<file path="config.mk">
export PLATFORM = sky130hd
export DESIGN_NAME = ssl_ctrl
export DESIGN_NICKNAME = d
export VERILOG_FILES = /design/src/hdl/ssl_pkg.sv /design/src/hdl/ssl_ctrl.sv
export SDC_FILE = /design/constraint.sdc
export NUM_CORES = 1
export LEC_CHECK = 0
export BUFFER_PORTS_ARGS = -buffer_cell sky130_fd_sc_hd__buf_2
export CAP_MARGIN = 5
export CORE_AREA = 3 3 40 42
export CTS_CLUSTER_DIAMETER = 30
export CTS_CLUSTER_SIZE = 14
export DETAILED_ROUTE_END_ITERATION = 16
export DIE_AREA = 0 0 43 45
export PLACE_DENSITY = 0.48
export SLEW_MARGIN = 20
export SYNTH_ARGS = -nofsm -noshare
export SYNTH_HDL_FRONTEND = slang
export SYNTH_SLANG_ARGS = --single-unit
</file>
<file path="constraint.sdc">
create_clock -name clk_i -period 1.9 [get_ports clk_i]
set_input_delay 0.285 -clock clk_i [delete_from_list [all_inputs] [get_ports clk_i]]
set_output_delay 0.285 -clock clk_i [all_outputs]
set_load 0.01 [all_outputs]
</file>
<file path="src/hdl/ssl_pkg.sv">
package ssl_pkg;

  localparam int TABLE_DEPTH = 512;
  localparam int KEY_BITS    = 64;

  localparam int OP_W        = 3;
  localparam int KEY_IN_W    = 64;
  localparam int DEPTH_W     = 8;
  localparam int FUNC_W      = 8;
  localparam int STATUS_W    = 2;
  localparam int INDEX_OUT_W = 9;

  localparam int IDX_W = $clog2(TABLE_DEPTH);
  localparam int CNT_W = $clog2(TABLE_DEPTH + 1);

  typedef enum logic [OP_W-1:0] {
    OP_PUSH      = 3'd0,
    OP_POP       = 3'd1,
    OP_FIND      = 3'd2,
    OP_LAST      = 3'd3,
    OP_SET_INIT  = 3'd4,
    OP_GET_INIT  = 3'd5,
    OP_GET_CONST = 3'd6,
    OP_NONE      = 3'd7
  } ssl_op_e;

  typedef enum logic [STATUS_W-1:0] {
    STS_OK        = 2'd0,
    STS_NOT_FOUND = 2'd1,
    STS_FULL      = 2'd2,
    STS_EMPTY     = 2'd3
  } ssl_status_e;

  typedef enum logic [1:0] {
    S_IDLE,
    S_DECIDE,
    S_SCAN,
    S_FIN
  } ssl_state_e;

  typedef struct packed {
    logic [KEY_BITS-1:0] key;
    logic [DEPTH_W-1:0]  depth;
    logic [FUNC_W-1:0]   func;
    logic                cflag;
  } ssl_entry_t;

  localparam int ENTRY_W = KEY_BITS + DEPTH_W + FUNC_W + 1;

  typedef struct packed {
    logic capture;
    logic scan_clr;
    logic scan_run;
    logic scan_done;
    logic load;
  } ssl_cmd_t;

  typedef struct packed {
    logic lookup;
    logic empty;
    logic hit;
    logic miss;
    logic out_free;
  } ssl_stat_t;

endpackage

</file>
<file path="src/hdl/ssl_ctrl.sv">
module ssl_ctrl (
  input  logic              clk_i,
  input  logic              rst_ni,
  input  logic              in_valid_i,
  output logic              in_ready_o,
  input  ssl_pkg::ssl_stat_t stat_i,
  output ssl_pkg::ssl_cmd_t  cmd_o
);
  import ssl_pkg::*;

  ssl_state_e state_q, state_d;

  always_ff @(posedge clk_i or negedge rst_ni) begin
    if (!rst_ni) begin
      state_q <= S_IDLE;
    end else begin
      state_q <= state_d;
    end
  end

  always_comb begin
    state_d = state_q;
    case (state_q)
      S_IDLE: begin
        if (in_valid_i) state_d = S_DECIDE;
      end
      S_DECIDE: begin
        if (stat_i.lookup && !stat_i.empty) state_d = S_SCAN;
        else state_d = S_FIN;
      end
      S_SCAN: begin
        if (stat_i.hit || stat_i.miss) state_d = S_FIN;
      end
      S_FIN: begin
        if (stat_i.out_free) state_d = S_IDLE;
      end
      default: state_d = S_IDLE;
    endcase
  end

  always_comb begin
    cmd_o      = '0;
    in_ready_o = 1'b0;
    case (state_q)
      S_IDLE: begin
        in_ready_o    = 1'b1;
        cmd_o.capture = in_valid_i;
      end
      S_DECIDE: begin
        cmd_o.scan_clr = stat_i.lookup;
      end
      S_SCAN: begin
        if (stat_i.hit || stat_i.miss) cmd_o.scan_done = 1'b1;
        else cmd_o.scan_run = 1'b1;
      end
      S_FIN: begin
        cmd_o.load = stat_i.out_free;
      end
      default: begin
        cmd_o = '0;
      end
    endcase
  end

endmodule

</file>
==> results.yml <==
status:
  status: "completed"
grt:
  grt_overflow: 0
  antenna_found_initial: 0
  track_usage_pct: 7.17
  grt_pass1_wl_um: 924
  grt_pass1_vias: 219
  grt_max_degree: 6
worst_hold_path:
  min_path_type: "input pin to asynchronous set/reset pin"
logic_synthesis:
  synth.distinct_cells: 13
  synthCells: 22
  netlist_area_um2: 221
  avgSynthCellArea_um2: 10.1
  yosysTopAreaCell: "dfrtp_1"
  synth-seq-cells: 2
  synth_area_leaders: "dfrtp_1 23%, ha_1 23%, and2_1 8.5%"
  synth_top_area_share_pct: 22.6
  seq_area_frac_synth_pct: 22.6
  syn_nets: 34
  yosys_warnings: 0
route:
  drt-pass1-iter-count: 2
  wl_per_cell_um: 10.4
  drc: 0
  vias: 223
  drtIter0Drc: 5
  ant_nets: 0
  drt-vias-per-instance: 4.13
  drt-total-wl_um: 559
worst_setup_path:
  critPathKind: "register to primary output"
  endpoint_kind: "primary output"
  crit_path_max_fanout: 4
  cp.arrival_ps: 1340
  critPathLaunchType: "register"
  required_ps: 1620
job:
  drv_cap: 0
final_layout:
  fill_cells: 139
  finalInstanceArea_um2: 338
  final_nets: 53
  largest_register_ffs: 2
  insertedDiodeCount: 0
  drive_gt1_share_pct: 48.7
  synthToLayoutAreaGrowth_pct: 52.5
  regMostFlops: "state_q"
  largestRegisters: "state_q x2"
  post-route-util_pct: 26.3
  fin_cells: 54
floorplan:
  die_h_um: 45
  ios: 14
  die_area_um2: 1940
  chipWidth_um: 43
  design.core.area_um2: 1280
  num_rows: 13
  initial_core_util_pct: 17.2
clocking:
  clock_sinks: 2
  clk_path_buf_depth: 2
  clk_latency_ps: 220
  cts_tree: "done"
  post_cts_buffers: 0
  clk_pin_slew_ps: 30
  numCtsBuffers: 3
  cts-root-buf: "clkbuf_4"
  h-tree-depth: 1
  cts-hold-fix-buffers: 1
  cts-resized-gates: 0
timing:
  fin_crit_sh_pct: 85.6
  clock_skew_ps: 2.26
  relSlewSlack_pct: 73.3
  period_minus_slack_ps: 1630
  finalMaxSlewViolations: 0
  rsz0062_at_grt: "false"
  max_freq_ghz: 0.615
  tightest_slew_ps: 390
  setup_violations: 0
  final.setup.tns_ps: 0
  hold_violations: 0
  whs_ps: 374
place:
  dp_hpwl_um: 455
  io_buffers: 13
  gp_congestion: 0.724
  dp.cells: 50
  dpl-instance-area_um2: 305
pwr:
  powerDensity_nw_per_um2: 1440
  power_leakage_nw: 0.183
  ir_drop_uv: 461
[through the flow]
| step | setup slack (ps) | total power (W) |
|---|---|---|
| after floorplan | 422 | 0.000303 |
| after global placement | 348 | 0.000392 |
| after detailed placement | 337 | 0.000395 |
| after CTS | 247 | 0.000500 |
| after global routing | 170 | 0.000550 |
| final | 273 | 0.000486 |
[metal layers]
layer  global-route usage, %  wire length (µm)  vias to the layer above
met2                    8.08               236                       14
met3                    4.38                83                        0
met4                    9.04                 0                        0
met5                       0                 0                        -
li1                        -                 -                      110
met1                    7.97               239                       99
[cell type report]
cell class	count	area, µm²	share of cell area [%]
Clock buffer	3	22.5	6.67
Inverter	2	7.51	2.22
Multi-Input combinational cell	18	164	48.5
Sequential cell	2	50.0	14.8
Tap cell	15	18.8	5.56
Timing Repair Buffer	14	75.1	22.2
[layout by cell type, fill, tap and decap left out, types with 2 or more instances in the layout]
cell type / Yosys / final
nor2_1: 2 / 2
ha_1: 4 / 4
inv_1: 2 / 2
dfrtp_1: 2 / 2
and2_1: 3 / 3
clkbuf_4: 0 / 3
buf_2: 0 / 13
nor2b_1: 2 / 2
[power breakdown]
part	internal [W]	total (W)	switching [W]
Sequential	0.0000674	0.0000939	0.0000265
Clock	0.0000697	0.0000939	0.0000242
Combinational	0.000158	0.000298	0.000141
[synth_stat cells]
library cell,n
ha_1,4
and2_1,3
dfrtp_1,2
inv_1,2
nor2_1,2
nor2b_1,2
a2111oi_0,1
mux2_4,1
nand2b_1,1
nor3_2,1
nor3b_4,1
o21a_1,1
o2bb2ai_1,1
[cells by family (layout without fill, tap and decap cells)]
logic type | after synthesis | count (layout) | share of synthesized area (%)
adder cells (fa/ha/maj) | 4 | 4 | 22.6
AO/OA/AOI/OAI | 3 | 3 | 11.3
multiplexers | 1 | 1 | 6.78
AND/OR/NAND/NOR | 10 | 10 | 33.3
flip-flops | 2 | 2 | 22.6
buffers and inverters | 2 | 19 | 3.39
[worst max-delay path, stage by stage (launching register included)]
cell     delay [ps]
dfrtp_1         400
inv_1           120
ha_1            180
nor3b_4         240
buf_2           170
[worst paths after layout]
path,end,depth (start not counted),slack (ps),startpoint
worst min-delay path,state_q[1],2,370,rst_ni
min in group clk_i,state_q[0],4,530,stat_i[3]
max in group asynchronous,state_q[0],2,1430,rst_ni
worst min register to register,state_q[1],1,600,state_q[1]
worst max register to register,state_q[1],5,330,state_q[0]
worst max-delay path,cmd_o[2],4,270,state_q[0]
No activity file was read; power rests on OpenSTA's default activity.
